===== config.mk =====
export PLATFORM = sky130hd
export DESIGN_NAME = pike_vm_regex_matcher_unit
export DESIGN_NICKNAME = d
export VERILOG_FILES = /design/src/design/pvm_pkg.sv /design/src/design/pvm_controller.sv /design/src/design/pvm_datapath.sv /design/src/design/pike_vm_regex_matcher_unit.sv
export SDC_FILE = /design/constraint.sdc
export NUM_CORES = 2
export LEC_CHECK = 0
export BUFFER_PORTS_ARGS = -buffer_cell sky130_fd_sc_hd__buf_2
export CAP_MARGIN = 15
export CELL_PAD_IN_SITES_DETAIL_PLACEMENT = 0
export CELL_PAD_IN_SITES_GLOBAL_PLACEMENT = 1
export CORE_UTILIZATION = 35
export CTS_BUF_LIST = sky130_fd_sc_hd__clkbuf_4 sky130_fd_sc_hd__clkbuf_8
export DETAILED_ROUTE_END_ITERATION = 7
export HOLD_SLACK_MARGIN = 0.05
export PLACE_DENSITY_LB_ADDON = 0.15
export SKIP_CTS_REPAIR_TIMING = 1
export SYNTH_ARGS = -nofsm -noshare
export SYNTH_HDL_FRONTEND = slang
export SYNTH_HIERARCHICAL = 1
export SYNTH_SLANG_ARGS = --single-unit
export TNS_END_PERCENT = 1

===== constraint.sdc =====
create_clock -name clock -period 9 [get_ports clock]
set_input_delay 0.45 -clock clock [delete_from_list [all_inputs] [get_ports clock]]
set_output_delay 0.45 -clock clock [all_outputs]
set_load 0.005 [all_outputs]

===== src/design/pvm_pkg.sv =====
// ----------------------------------------------------------------------------
// pvm_pkg: shared definitions for the Pike VM regex matcher
// Sizes, instruction and action codes, and the command and status bundles
// that pass between the controller and the datapath.
// ----------------------------------------------------------------------------
`default_nettype none

package pvm_pkg;

   // Program store depth and the widths that follow from it.
   localparam int PROG_DEPTH = 64;
   localparam int PC_W       = $clog2(PROG_DEPTH);
   localparam int LEN_W      = $clog2(PROG_DEPTH + 1);
   localparam int PLEN_W     = 7;
   localparam int CMP_W      = (LEN_W > PLEN_W) ? LEN_W : PLEN_W;
   localparam int IDX_W      = 6;
   localparam int LD_W       = ((IDX_W > PC_W) ? IDX_W : PC_W) + 1;
   localparam int OFF_W      = 7;
   localparam int TGT_W      = ((PC_W > OFF_W) ? PC_W : OFF_W) + 2;
   localparam int QDEPTH     = PROG_DEPTH + 1;
   localparam int QA_W       = $clog2(QDEPTH);
   localparam int QC_W       = $clog2(QDEPTH + 1);

   // Instruction word layout: kind, char, offset.
   localparam int KIND_W  = 3;
   localparam int CHAR_W  = 8;
   localparam int INSTR_W = KIND_W + CHAR_W + OFF_W;

   // Configuration port.
   localparam int CSR_W     = 7;
   localparam int CSR_IDX_W = 1;
   localparam logic [CSR_IDX_W-1:0] CSR_PARTIAL_MODE   = 1'd0;
   localparam logic [CSR_IDX_W-1:0] CSR_PROGRAM_LENGTH = 1'd1;

   // Request actions.
   localparam logic [1:0] ACT_LOAD = 2'd0;
   localparam logic [1:0] ACT_TEXT = 2'd1;
   localparam logic [1:0] ACT_END  = 2'd2;

   // Instruction kinds.
   localparam logic [KIND_W-1:0] KIND_LIT   = 3'd0;
   localparam logic [KIND_W-1:0] KIND_WILD  = 3'd1;
   localparam logic [KIND_W-1:0] KIND_JUMP  = 3'd2;
   localparam logic [KIND_W-1:0] KIND_SPLIT = 3'd3;
   localparam logic [KIND_W-1:0] KIND_MATCH = 3'd4;

   // Fault codes as reported.
   localparam logic [1:0] FAULT_NONE = 2'd0;
   localparam logic [1:0] FAULT_PC   = 2'd1;
   localparam logic [1:0] FAULT_KIND = 2'd2;

   // Events that end a walk.
   localparam logic [1:0] EV_NONE       = 2'd0;
   localparam logic [1:0] EV_MATCH      = 2'd1;
   localparam logic [1:0] EV_FAULT_PC   = 2'd2;
   localparam logic [1:0] EV_FAULT_KIND = 2'd3;

   // Outcome of executing one instruction.
   localparam logic [1:0] EX_CONT  = 2'd0;
   localparam logic [1:0] EX_SPLIT = 2'd1;
   localparam logic [1:0] EX_MATCH = 2'd2;
   localparam logic [1:0] EX_FKIND = 2'd3;

   typedef struct packed {
      logic       load;       // write the request's instruction
      logic       start;      // open a walk for the accepted beat
      logic       scan_next;  // skip an empty slot of the thread set
      logic       rd_scan;    // read the instruction of the scanned thread
      logic       q_rd;       // pop the head of the work queue
      logic       rd_q;       // read the instruction of the popped thread
      logic       exec;       // execute the instruction just read
      logic       add2;       // add the second target of a split
      logic       commit;     // replace the thread set, record the event
      logic [1:0] ev;
      logic       emit;       // load the result register and restart
   } pvm_cmd_type;

   typedef struct packed {
      logic       decided;
      logic       scan_done;
      logic       scan_hit;
      logic       high;
      logic       q_empty;
      logic       q_fault;
      logic [1:0] ex;
      logic       at_end;
      logic       out_busy;
   } pvm_status_type;

endpackage

`default_nettype wire


===== src/design/pvm_controller.sv =====
// ----------------------------------------------------------------------------
// pvm_controller: sequencer of the Pike VM regex matcher
// Accepts request beats, steps the datapath through the scan of the thread
// set and the work queue, and hands the outcome to the result register.
// ----------------------------------------------------------------------------
`default_nettype none

module pvm_controller (
   input  wire logic                    clock,
   input  wire logic                    reset,
   input  wire logic                    req_valid,
   input  wire logic [1:0]              req_action,
   output logic                         req_stall,
   input  wire pvm_pkg::pvm_status_type st,
   output pvm_pkg::pvm_cmd_type         cmd
);

   localparam logic [3:0] S_IDLE   = 4'd0;
   localparam logic [3:0] S_SCAN   = 4'd1;
   localparam logic [3:0] S_EXEC   = 4'd2;
   localparam logic [3:0] S_ADD2   = 4'd3;
   localparam logic [3:0] S_QREAD  = 4'd4;
   localparam logic [3:0] S_QWAIT  = 4'd5;
   localparam logic [3:0] S_DONE   = 4'd6;
   localparam logic [3:0] S_FINISH = 4'd7;

   logic [3:0] state_ff, state_in;
   logic [1:0] ev_ff, ev_in;
   logic       from_q_ff, from_q_in;

   assign req_stall = (state_ff != S_IDLE);

   always_comb begin
      state_in  = state_ff;
      ev_in     = ev_ff;
      from_q_in = from_q_ff;
      cmd       = '0;
      unique case (state_ff)
         S_IDLE: begin
            if (req_valid) begin
               unique case (req_action)
                  pvm_pkg::ACT_LOAD: begin
                     cmd.load = 1'b1;
                  end
                  pvm_pkg::ACT_TEXT: begin
                     // Once the outcome is decided, text beats are dropped.
                     if (!st.decided) begin
                        cmd.start = 1'b1;
                        state_in  = S_SCAN;
                     end
                  end
                  pvm_pkg::ACT_END: begin
                     if (st.decided) begin
                        state_in = S_FINISH;
                     end else begin
                        cmd.start = 1'b1;
                        state_in  = S_SCAN;
                     end
                  end
                  default: begin
                  end
               endcase
            end
         end
         S_SCAN: begin
            if (st.scan_done) begin
               if (st.high) begin
                  ev_in    = pvm_pkg::EV_FAULT_PC;
                  state_in = S_DONE;
               end else begin
                  state_in = S_QREAD;
               end
            end else if (st.scan_hit) begin
               cmd.rd_scan = 1'b1;
               from_q_in   = 1'b0;
               state_in    = S_EXEC;
            end else begin
               cmd.scan_next = 1'b1;
            end
         end
         S_EXEC: begin
            cmd.exec = 1'b1;
            unique case (st.ex)
               pvm_pkg::EX_SPLIT: begin
                  state_in = S_ADD2;
               end
               pvm_pkg::EX_MATCH: begin
                  ev_in    = pvm_pkg::EV_MATCH;
                  state_in = S_DONE;
               end
               pvm_pkg::EX_FKIND: begin
                  ev_in    = pvm_pkg::EV_FAULT_KIND;
                  state_in = S_DONE;
               end
               default: begin
                  state_in = from_q_ff ? S_QREAD : S_SCAN;
               end
            endcase
         end
         S_ADD2: begin
            cmd.add2 = 1'b1;
            state_in = from_q_ff ? S_QREAD : S_SCAN;
         end
         S_QREAD: begin
            if (st.q_empty) begin
               ev_in    = pvm_pkg::EV_NONE;
               state_in = S_DONE;
            end else begin
               cmd.q_rd = 1'b1;
               state_in = S_QWAIT;
            end
         end
         S_QWAIT: begin
            if (st.q_fault) begin
               ev_in    = pvm_pkg::EV_FAULT_PC;
               state_in = S_DONE;
            end else begin
               cmd.rd_q  = 1'b1;
               from_q_in = 1'b1;
               state_in  = S_EXEC;
            end
         end
         S_DONE: begin
            cmd.commit = 1'b1;
            cmd.ev     = ev_ff;
            state_in   = st.at_end ? S_FINISH : S_IDLE;
         end
         S_FINISH: begin
            // Wait here only while the previous result beat is still held.
            if (!st.out_busy) begin
               cmd.emit = 1'b1;
               state_in = S_IDLE;
            end
         end
         default: begin
            state_in = S_IDLE;
         end
      endcase
   end

   always_ff @(posedge clock) begin
      if (reset) begin
         state_ff  <= S_IDLE;
         ev_ff     <= pvm_pkg::EV_NONE;
         from_q_ff <= 1'b0;
      end else begin
         state_ff  <= state_in;
         ev_ff     <= ev_in;
         from_q_ff <= from_q_in;
      end
   end

endmodule

`default_nettype wire


===== src/design/pvm_datapath.sv =====
// ----------------------------------------------------------------------------
// pvm_datapath: storage and arithmetic of the Pike VM regex matcher
// Holds the program store, the thread sets, the visited marks, the work
// queue, the configuration registers and the result register.
// ----------------------------------------------------------------------------
`default_nettype none

module pvm_datapath (
   input  wire logic                                  clock,
   input  wire logic                                  reset,
   input  wire pvm_pkg::pvm_cmd_type                  cmd,
   output pvm_pkg::pvm_status_type                    st,
   input  wire logic                                  csr_write_en,
   input  wire logic [pvm_pkg::CSR_IDX_W-1:0]         csr_index,
   input  wire logic [pvm_pkg::CSR_W-1:0]             csr_wdata,
   input  wire logic [1:0]                            req_action,
   input  wire logic [pvm_pkg::IDX_W-1:0]             req_instr_index,
   input  wire logic [pvm_pkg::KIND_W-1:0]            req_instr_kind,
   input  wire logic [pvm_pkg::CHAR_W-1:0]            req_instr_char,
   input  wire logic signed [pvm_pkg::OFF_W-1:0]      req_instr_offset,
   input  wire logic [pvm_pkg::CHAR_W-1:0]            req_text_byte,
   output logic                                       rsp_valid,
   input  wire logic                                  rsp_stall,
   output logic                                       rsp_matched,
   output logic [1:0]                                 rsp_fault_code
);

   localparam int PD = pvm_pkg::PROG_DEPTH;

   // Memories.
   logic [pvm_pkg::INSTR_W-1:0] store_mem [PD];
   logic [pvm_pkg::PC_W:0]      q_mem [pvm_pkg::QDEPTH];

   // Configuration.
   logic                        partial_ff;
   logic [pvm_pkg::PLEN_W-1:0]  plen_ff;

   // Architectural match state.
   logic [PD:0]                 active_ff;
   logic                        match_seen_ff;
   logic [1:0]                  fault_ff;

   // Walk state.
   logic [PD:0]                 next_ff;
   logic [PD-1:0]               work_ff;
   logic [PD-1:0]               seen_ff;
   logic                        high_ff;
   logic                        fq_ff;
   logic [pvm_pkg::LEN_W-1:0]   scan_ff;
   logic [pvm_pkg::QC_W-1:0]    head_ff;
   logic [pvm_pkg::QC_W-1:0]    tail_ff;
   logic [pvm_pkg::PC_W:0]      q_rd_ff;
   logic [pvm_pkg::INSTR_W-1:0] instr_ff;
   logic [pvm_pkg::PC_W-1:0]    cur_pc_ff;
   logic                        at_end_ff;
   logic [pvm_pkg::CHAR_W-1:0]  byte_ff;

   // Result register.
   logic                        rsp_valid_ff;
   logic                        rsp_matched_ff;
   logic [1:0]                  rsp_fault_ff;

   // Combinational signals.
   logic [pvm_pkg::LEN_W-1:0]          len;
   logic [PD:0]                        work;
   logic [PD:0]                        mask;
   logic [pvm_pkg::LD_W-1:0]           idx_wide;
   logic                               load_ok;
   logic [pvm_pkg::PC_W-1:0]           scan_pc;
   logic [pvm_pkg::PC_W-1:0]           q_pc;
   logic [pvm_pkg::PC_W-1:0]           rd_addr;
   logic [pvm_pkg::KIND_W-1:0]         kind;
   logic [pvm_pkg::CHAR_W-1:0]         ch;
   logic [pvm_pkg::OFF_W-1:0]          off;
   logic [1:0]                         ex;
   logic                               set_next;
   logic                               add_en;
   logic                               use_off;
   logic signed [pvm_pkg::TGT_W-1:0]   pc_s;
   logic signed [pvm_pkg::TGT_W-1:0]   off_s;
   logic signed [pvm_pkg::TGT_W-1:0]   len_s;
   logic signed [pvm_pkg::TGT_W-1:0]   tgt;
   logic                               tgt_out;
   logic [pvm_pkg::PC_W-1:0]           tgt_idx;
   logic [pvm_pkg::LEN_W-1:0]          nxt_idx;
   logic                               add_fault;
   logic                               add_pc;
   logic                               q_wr;
   logic [pvm_pkg::PC_W:0]             q_wdata;

   // A length above the store depth saturates.
   always_comb begin
      if (pvm_pkg::CMP_W'(plen_ff) > pvm_pkg::CMP_W'(PD)) begin
         len = pvm_pkg::LEN_W'(PD);
      end else begin
         len = pvm_pkg::LEN_W'(plen_ff);
      end
   end

   always_comb begin
      work = active_ff;
      if (partial_ff) begin
         work[0] = 1'b1;
      end
      for (int i = 0; i <= PD; i++) begin
         mask[i] = (i < int'(len));
      end
   end

   assign idx_wide = pvm_pkg::LD_W'(req_instr_index);
   assign load_ok  = (idx_wide < pvm_pkg::LD_W'(PD));
   assign scan_pc  = scan_ff[pvm_pkg::PC_W-1:0];
   assign q_pc     = q_rd_ff[pvm_pkg::PC_W-1:0];
   assign rd_addr  = cmd.rd_q ? q_pc : scan_pc;

   assign kind = instr_ff[pvm_pkg::INSTR_W-1 -: pvm_pkg::KIND_W];
   assign ch   = instr_ff[pvm_pkg::OFF_W +: pvm_pkg::CHAR_W];
   assign off  = instr_ff[pvm_pkg::OFF_W-1:0];

   always_comb begin
      ex       = pvm_pkg::EX_CONT;
      set_next = 1'b0;
      add_en   = cmd.add2;
      use_off  = cmd.add2;
      unique case (kind)
         pvm_pkg::KIND_LIT: begin
            set_next = cmd.exec && !at_end_ff && (ch == byte_ff);
         end
         pvm_pkg::KIND_WILD: begin
            set_next = cmd.exec && !at_end_ff;
         end
         pvm_pkg::KIND_JUMP: begin
            if (cmd.exec) begin
               add_en  = 1'b1;
               use_off = 1'b1;
            end
         end
         pvm_pkg::KIND_SPLIT: begin
            ex = pvm_pkg::EX_SPLIT;
            // The fall-through target goes first, the offset one next cycle.
            if (cmd.exec) begin
               add_en = 1'b1;
            end
         end
         pvm_pkg::KIND_MATCH: begin
            if (partial_ff || at_end_ff) begin
               ex = pvm_pkg::EX_MATCH;
            end
         end
         default: begin
            ex = pvm_pkg::EX_FKIND;
         end
      endcase
   end

   assign pc_s    = $signed(pvm_pkg::TGT_W'(cur_pc_ff));
   assign off_s   = {{(pvm_pkg::TGT_W - pvm_pkg::OFF_W){off[pvm_pkg::OFF_W-1]}}, off};
   assign len_s   = $signed(pvm_pkg::TGT_W'(len));
   assign tgt     = pc_s + (use_off ? off_s : pvm_pkg::TGT_W'(1));
   assign tgt_out = (tgt < 0) || (tgt >= len_s);
   assign tgt_idx = tgt[pvm_pkg::PC_W-1:0];
   assign nxt_idx = pvm_pkg::LEN_W'(cur_pc_ff) + pvm_pkg::LEN_W'(1);

   // Only one out-of-range entry is ever queued in a walk.
   assign add_fault = add_en && tgt_out && !fq_ff;
   assign add_pc    = add_en && !tgt_out && !seen_ff[tgt_idx];
   assign q_wr      = add_fault || add_pc;
   assign q_wdata   = {add_fault, tgt_idx};

   always_ff @(posedge clock) begin
      if (cmd.load && load_ok) begin
         store_mem[idx_wide[pvm_pkg::PC_W-1:0]] <=
            {req_instr_kind, req_instr_char, req_instr_offset};
      end
      if (cmd.rd_scan || cmd.rd_q) begin
         instr_ff  <= store_mem[rd_addr];
         cur_pc_ff <= rd_addr;
      end
   end

   always_ff @(posedge clock) begin
      if (q_wr) begin
         q_mem[tail_ff[pvm_pkg::QA_W-1:0]] <= q_wdata;
      end
      if (cmd.q_rd) begin
         q_rd_ff <= q_mem[head_ff[pvm_pkg::QA_W-1:0]];
      end
   end

   // Walk registers, all set up when a walk opens.
   always_ff @(posedge clock) begin
      if (cmd.start) begin
         work_ff   <= work[PD-1:0] & mask[PD-1:0];
         seen_ff   <= work[PD-1:0] & mask[PD-1:0];
         high_ff   <= |(work & ~mask);
         fq_ff     <= |(work & ~mask);
         next_ff   <= '0;
         scan_ff   <= '0;
         head_ff   <= '0;
         tail_ff   <= '0;
         at_end_ff <= (req_action == pvm_pkg::ACT_END);
         byte_ff   <= req_text_byte;
      end else begin
         if (cmd.scan_next || cmd.rd_scan) begin
            scan_ff <= scan_ff + pvm_pkg::LEN_W'(1);
         end
         if (cmd.q_rd) begin
            head_ff <= head_ff + pvm_pkg::QC_W'(1);
         end
         if (q_wr) begin
            tail_ff <= tail_ff + pvm_pkg::QC_W'(1);
         end
         if (add_fault) begin
            fq_ff <= 1'b1;
         end
         if (add_pc) begin
            seen_ff[tgt_idx] <= 1'b1;
         end
         if (set_next) begin
            next_ff[nxt_idx] <= 1'b1;
         end
      end
   end

   always_ff @(posedge clock) begin
      if (reset) begin
         partial_ff <= 1'b0;
         plen_ff    <= pvm_pkg::PLEN_W'(1);
      end else if (csr_write_en) begin
         unique case (csr_index)
            pvm_pkg::CSR_PARTIAL_MODE: begin
               partial_ff <= csr_wdata[0];
            end
            pvm_pkg::CSR_PROGRAM_LENGTH: begin
               plen_ff <= csr_wdata;
            end
         endcase
      end
   end

   always_ff @(posedge clock) begin
      if (reset) begin
         active_ff     <= (PD + 1)'(1);
         match_seen_ff <= 1'b0;
         fault_ff      <= pvm_pkg::FAULT_NONE;
      end else if (cmd.commit) begin
         active_ff <= next_ff;
         case (cmd.ev)
            pvm_pkg::EV_MATCH:      match_seen_ff <= 1'b1;
            pvm_pkg::EV_FAULT_PC:   fault_ff      <= pvm_pkg::FAULT_PC;
            pvm_pkg::EV_FAULT_KIND: fault_ff      <= pvm_pkg::FAULT_KIND;
            default: begin
            end
         endcase
      end else if (cmd.emit) begin
         active_ff     <= (PD + 1)'(1);
         match_seen_ff <= 1'b0;
         fault_ff      <= pvm_pkg::FAULT_NONE;
      end
   end

   always_ff @(posedge clock) begin
      if (reset) begin
         rsp_valid_ff <= 1'b0;
      end else if (cmd.emit) begin
         rsp_valid_ff <= 1'b1;
      end else if (!rsp_stall) begin
         rsp_valid_ff <= 1'b0;
      end
   end

   always_ff @(posedge clock) begin
      if (cmd.emit) begin
         rsp_matched_ff <= match_seen_ff && (fault_ff == pvm_pkg::FAULT_NONE);
         rsp_fault_ff   <= fault_ff;
      end
   end

   assign rsp_valid      = rsp_valid_ff;
   assign rsp_matched    = rsp_matched_ff;
   assign rsp_fault_code = rsp_fault_ff;

   assign st.decided   = match_seen_ff || (fault_ff != pvm_pkg::FAULT_NONE);
   assign st.scan_done = (scan_ff >= len);
   assign st.scan_hit  = work_ff[scan_pc];
   assign st.high      = high_ff;
   assign st.q_empty   = (head_ff == tail_ff);
   assign st.q_fault   = q_rd_ff[pvm_pkg::PC_W];
   assign st.ex        = ex;
   assign st.at_end    = at_end_ff;
   assign st.out_busy  = rsp_valid_ff && rsp_stall;

endmodule

`default_nettype wire


===== src/design/pike_vm_regex_matcher_unit.sv =====
// ----------------------------------------------------------------------------
// pike_vm_regex_matcher_unit: NFA regex matcher over a loaded program
// Load beat, or text beat once decided: taken in idle with no walk. A walk scans
// the thread set, executing each initial thread found, then each queued thread,
// plus a second add per split, a queue-empty check and a commit, serialised by the
// one read port of the store. End of text: result loaded, waits while one is held.
// Reset: thread set to pc 0 only, registers to defaults; store not cleared.
// ----------------------------------------------------------------------------
`default_nettype none

module pike_vm_regex_matcher_unit (
   input  wire logic                              clock,
   input  wire logic                              reset,
   input  wire logic                              req_valid,
   output logic                                   req_stall,
   input  wire logic [1:0]                        req_action,
   input  wire logic [pvm_pkg::IDX_W-1:0]         req_instr_index,
   input  wire logic [pvm_pkg::KIND_W-1:0]        req_instr_kind,
   input  wire logic [pvm_pkg::CHAR_W-1:0]        req_instr_char,
   input  wire logic signed [pvm_pkg::OFF_W-1:0]  req_instr_offset,
   input  wire logic [pvm_pkg::CHAR_W-1:0]        req_text_byte,
   output logic                                   rsp_valid,
   input  wire logic                              rsp_stall,
   output logic                                   rsp_matched,
   output logic [1:0]                             rsp_fault_code,
   input  wire logic                              csr_write_en,
   input  wire logic [pvm_pkg::CSR_IDX_W-1:0]     csr_index,
   input  wire logic [pvm_pkg::CSR_W-1:0]         csr_wdata
);

   pvm_pkg::pvm_cmd_type    cmd;
   pvm_pkg::pvm_status_type st;

   pvm_controller u_ctrl (
      .clock      (clock),
      .reset      (reset),
      .req_valid  (req_valid),
      .req_action (req_action),
      .req_stall  (req_stall),
      .st         (st),
      .cmd        (cmd)
   );

   pvm_datapath u_dp (
      .clock            (clock),
      .reset            (reset),
      .cmd              (cmd),
      .st               (st),
      .csr_write_en     (csr_write_en),
      .csr_index        (csr_index),
      .csr_wdata        (csr_wdata),
      .req_action       (req_action),
      .req_instr_index  (req_instr_index),
      .req_instr_kind   (req_instr_kind),
      .req_instr_char   (req_instr_char),
      .req_instr_offset (req_instr_offset),
      .req_text_byte    (req_text_byte),
      .rsp_valid        (rsp_valid),
      .rsp_stall        (rsp_stall),
      .rsp_matched      (rsp_matched),
      .rsp_fault_code   (rsp_fault_code)
   );

   // A new result must never overwrite a beat that is still held.
   a_emit_free: assert property (@(posedge clock) disable iff (reset)
      cmd.emit |-> !(rsp_valid && rsp_stall))
      else $error("result register overwritten while stalled");

   // Once a walk opens, no further request beat is taken.
   a_walk_stalls: assert property (@(posedge clock) disable iff (reset)
      cmd.start |=> req_stall)
      else $error("request accepted during a walk");

   // The store, the queue and the thread set see one operation per cycle.
   a_one_op: assert property (@(posedge clock) disable iff (reset)
      $onehot0({cmd.rd_scan, cmd.rd_q, cmd.q_rd, cmd.exec, cmd.add2,
                cmd.commit, cmd.emit}))
      else $error("overlapping datapath operations");

   // A faulted walk never reports a match.
   a_match_clean: assert property (@(posedge clock) disable iff (reset)
      (rsp_valid && rsp_matched) |-> (rsp_fault_code == pvm_pkg::FAULT_NONE))
      else $error("match reported together with a fault");

endmodule

`default_nettype wire


==> summary.json <==
{
  "status": "complete, no violations",
  "worst_slew_pin_slew_ns": 1.20,
  "gp_congestion": 0.826,
  "io_pins": 52,
  "mostFrequentLayoutCell": "edfxtp_1",
  "finalClockSkew_ns": 0.0608,
  "yosys.cell_types.count": 86,
  "yosys_register_bits": 1949,
  "globalRouteTotalUtil_pct": 20.8,
  "number_of_vias_per_cell_after_detailed_routing": 5.34,
  "hold-worst-slack_ns": 0.103,
  "cp_data_arrival_time_ns": 7.66,
  "floorplan.die.width_microns": 480,
  "finalNetCount": 6229,
  "crit_required_ns": 9.62,
  "place_area_sq_um": 84000,
  "antenna_left": 0,
  "synth.yosys.seq_area_share_pct": 71.1,
  "dp_hpwl_mm": 138,
  "first_pass_iters": 5,
  "yosys_warnings": 6,
  "routed_wire_length_per_instance_microns": 25.8,
  "clock-root-buffer": "clkbuf_8",
  "num-fill-cells": 21500,
  "synthesis.instances": 5961,
  "net-switching-power_uw": 6910,
  "detail_route.wirelength_mm": 243,
  "initial_utilization_pct": 35.2,
  "grt_antenna_before_repair": 11,
  "synth_top_cells_by_area": "edfxtp_1 67%, nand2_1 6.0%, mux4_2 5.0%",
  "detailroute.via_count": 50300,
  "clk_pin_slew_worst_paths_ns": 0.06,
  "area_growth_syn_to_layout_pct": 13.8,
  "timing.final.crit_share_pct": 78.2,
  "cell_type_with_the_highest_aggregate_area_in_the_netlist": "edfxtp_1",
  "setup-tns-final_ns": 0,
  "io_buffer_count": 51,
  "critical_path_peak_fanout": 48,
  "first_iter_violations": 4474,
  "numCtsBuffers": 349,
  "timing_worst_setup_path_type": "reg2reg",
  "pwr-share-comb_pct": 19.6,
  "power_report.internal_total_uw": 15800,
  "power.share.clock_pct": 34.9,
  "cts_tree": "built",
  "final_setup_slack_of_the_worst_path_ns": 1.96,
  "drc_violations_left": 0,
  "endpoint_kind": "flip-flop",
  "seqPwrFrac_pct": 45.6,
  "grt_first_pass_wirelength_mm": 351,
  "cts_htree_levels": 5,
  "dieHeight_microns": 480,
  "layout.cells.most_common_list": "1780 x edfxtp_1, 1287 x nand2_1, 608 x nand3_1",
  "core_sq_um": 227000,
  "report.final.setup_viol": 0,
  "fmax_mhz": 142,
  "netSwitchingFraction_pct": 30.4,
  "slew-limit-headroom_pct": 19.8,
  "first_global_vias": 49700,
  "finalHoldViolCount": 0,
  "power.static_leakage_uw": 0.0300,
  "netlist_area_sq_um": 79900,
  "worstSkewPairLatency_ns": 1.04,
  "final_layout_size_suffix_gt1_share_pct": 16.4,
  "buffers_from_clock_root_to_sink_at_most": 4,
  "synth_edf_count": 1780,
  "synth_top_flop_cell": "edfxtp_1",
  "worst_ir_drop_vdd_uv": 194,
  "cellPowerDensity_nw_per_um2": 250,
  "rows": 175,
  "avgSynthCellArea_sq_um": 13.4,
  "yosysTopAreaCellShare_pct": 66.9,
  "grt.overflow.total": 0,
  "min_delay_worst_type": "in2reg",
  "cap_viol_max_count": 0,
  "drv_slew": 0,
  "sinks_on_clock_net": 1949,
  "synth_fp_nets": 6034,
  "fin_crit_ns": 7.04,
  "layout.cell_area.non_filler_sq_um": 91000,
  "worst_setup_path_start_kind": "flip-flop",
  "asyncSetResetFlopFracSynth_pct": 0,
  "grt_max_degree": 131,
  "rsz0062_at_grt": "false",
  "overall_die_area_sq_um": 230000,
  "dpl_worst_slack_ns": 1.91
}
==> critical path: stages (launching register included) <==
cell and delay (ns):
dfxtp_1 0.61, or3b_4 0.46, inv_1 0.20, nor4bb_1 0.32, nor2_1 0.17, or2_2 0.33, ha_4 0.18, fa_4 0.47
xnor2_2 0.15, buf_4 0.23, inv_2 0.10, buf_4 0.35, buf_4 0.63, nor3_1 0.11, nor3_1 0.18, nand4_1 0.14
o21ai_1 0.17, nand4_4 0.22, and2_4 0.36, buf_12 0.23, nor3_1 0.89
==> sequential cells by signal, summed over array words and instances, names as in the netlist, 6 cells and up <==
register and cells:
u_dp/q_mem 455, u_dp/tail_ff 7, u_dp/plen_ff 7, u_dp/byte_ff 8, u_dp/next_ff 65, u_dp/work_ff 64, u_dp/store_mem 1152, u_dp/scan_ff 7
u_dp/head_ff 7, u_dp/q_rd_ff 7, u_dp/cur_pc_ff 6, u_dp/instr_ff 18, u_dp/active_ff 65, u_dp/seen_ff 64
==> logic make-up after synthesis <==
group	after synthesis	share of synthesized area, %
adders and majority gates	28	0.443
and+or+nand+nor	2524	13.9
muxes	206	5.37
DFF	1949	71.1
buffers and inverters	445	2.27
AOI/OAI and AO/OA	782	6.59
xor gates and xnor gates	27	0.305
==> cells in the mapped netlist (9+ instances only) <==
library cell and number:
a211oi_1 25, a21boi_0 16, a21o_1 11, a21oi_1 237, a22oi_1 66, a311oi_1 182
a31oi_1 48, and2_1 26, and3_1 85, buf_1 45, buf_2 55, clkbuf_1 292
dfxtp_1 169, edfxtp_1 1780, ha_1 25, inv_1 32, mux2_2 14, mux2i_1 15
mux4_2 177, nand2_1 1288, nand2b_1 24, nand3_1 608, nand3b_1 10, nand4_1 13
nor2_1 272, nor2b_1 52, nor3_1 92, nor3b_1 9, o21a_1 17, o21ai_0 108
or2_2 10, or3_1 10, xor2_1 18
==> metrics by stage <==
step	instances	power [uW]	utilization [%]
6_report	9413	22700	40.0
5_1_grt	9406	23800	40.0
3_3_place_gp	8771	15100	37.0
3_5_place_dp	8772	15100	37.0
4_1_cts	9359	23000	39.8
2_1_floorplan	5961	13400	-
==> power groups by stage <==
stage,logic (uW),registers [uW],clock network [uW]
final,4440,10400,7930
after global routing,4920,10400,8530
after CTS,4520,10400,8170
after detailed placement,4520,10500,0
after global placement,4510,10500,0
after floorplan,2970,10500,0
==> layout make-up <==
| cell class | instances | area, sq um | share of cell area, % |
|---|---|---|---|
| clock inverters | 114 | 661 | 0.726 |
| flip-flops and latches | 1949 | 56800 | 62.5 |
| clock buffers | 473 | 5820 | 6.40 |
| diodes | 12 | 30.0 | 0.0330 |
| multi-input cells | 3567 | 21700 | 23.8 |
| well taps | 3009 | 3760 | 4.14 |
| inverters | 40 | 169 | 0.186 |
| repair buffers | 249 | 2040 | 2.24 |
==> worst paths after layout <==
check | startpoint | end | slack, ns | cells after the start
worst max-delay path | u_ctrl/state_ff[1]$_SDFFE_PP0P_ | u_dp/q_mem[60][5]$_DFFE_PP_ | 1.96 | 20
worst min-delay path | req_instr_char[5] | u_dp/store_mem[62][12]$_DFFE_PP_ | 0.10 | 2
worst max register to register | u_ctrl/state_ff[1]$_SDFFE_PP0P_ | u_dp/q_mem[60][5]$_DFFE_PP_ | 1.96 | 20
worst min register to register | u_dp/next_ff[63]$_SDFFE_PP0P_ | u_dp/next_ff[63]$_SDFFE_PP0P_ | 0.47 | 2
==> layer usage <==
metal / global-route usage (%) / share of wire (%) / vias up
li1: - / - / 22800
met1: 28.0 / 43 / 25400
met2: 33.9 / 48 / 1599
met3: 3.67 / 5.6 / 440
met4: 6.91 / 3.1 / 2
met5: 0 / 0.0054 / -
Note: power is estimated with default switching activity, not from simulation.
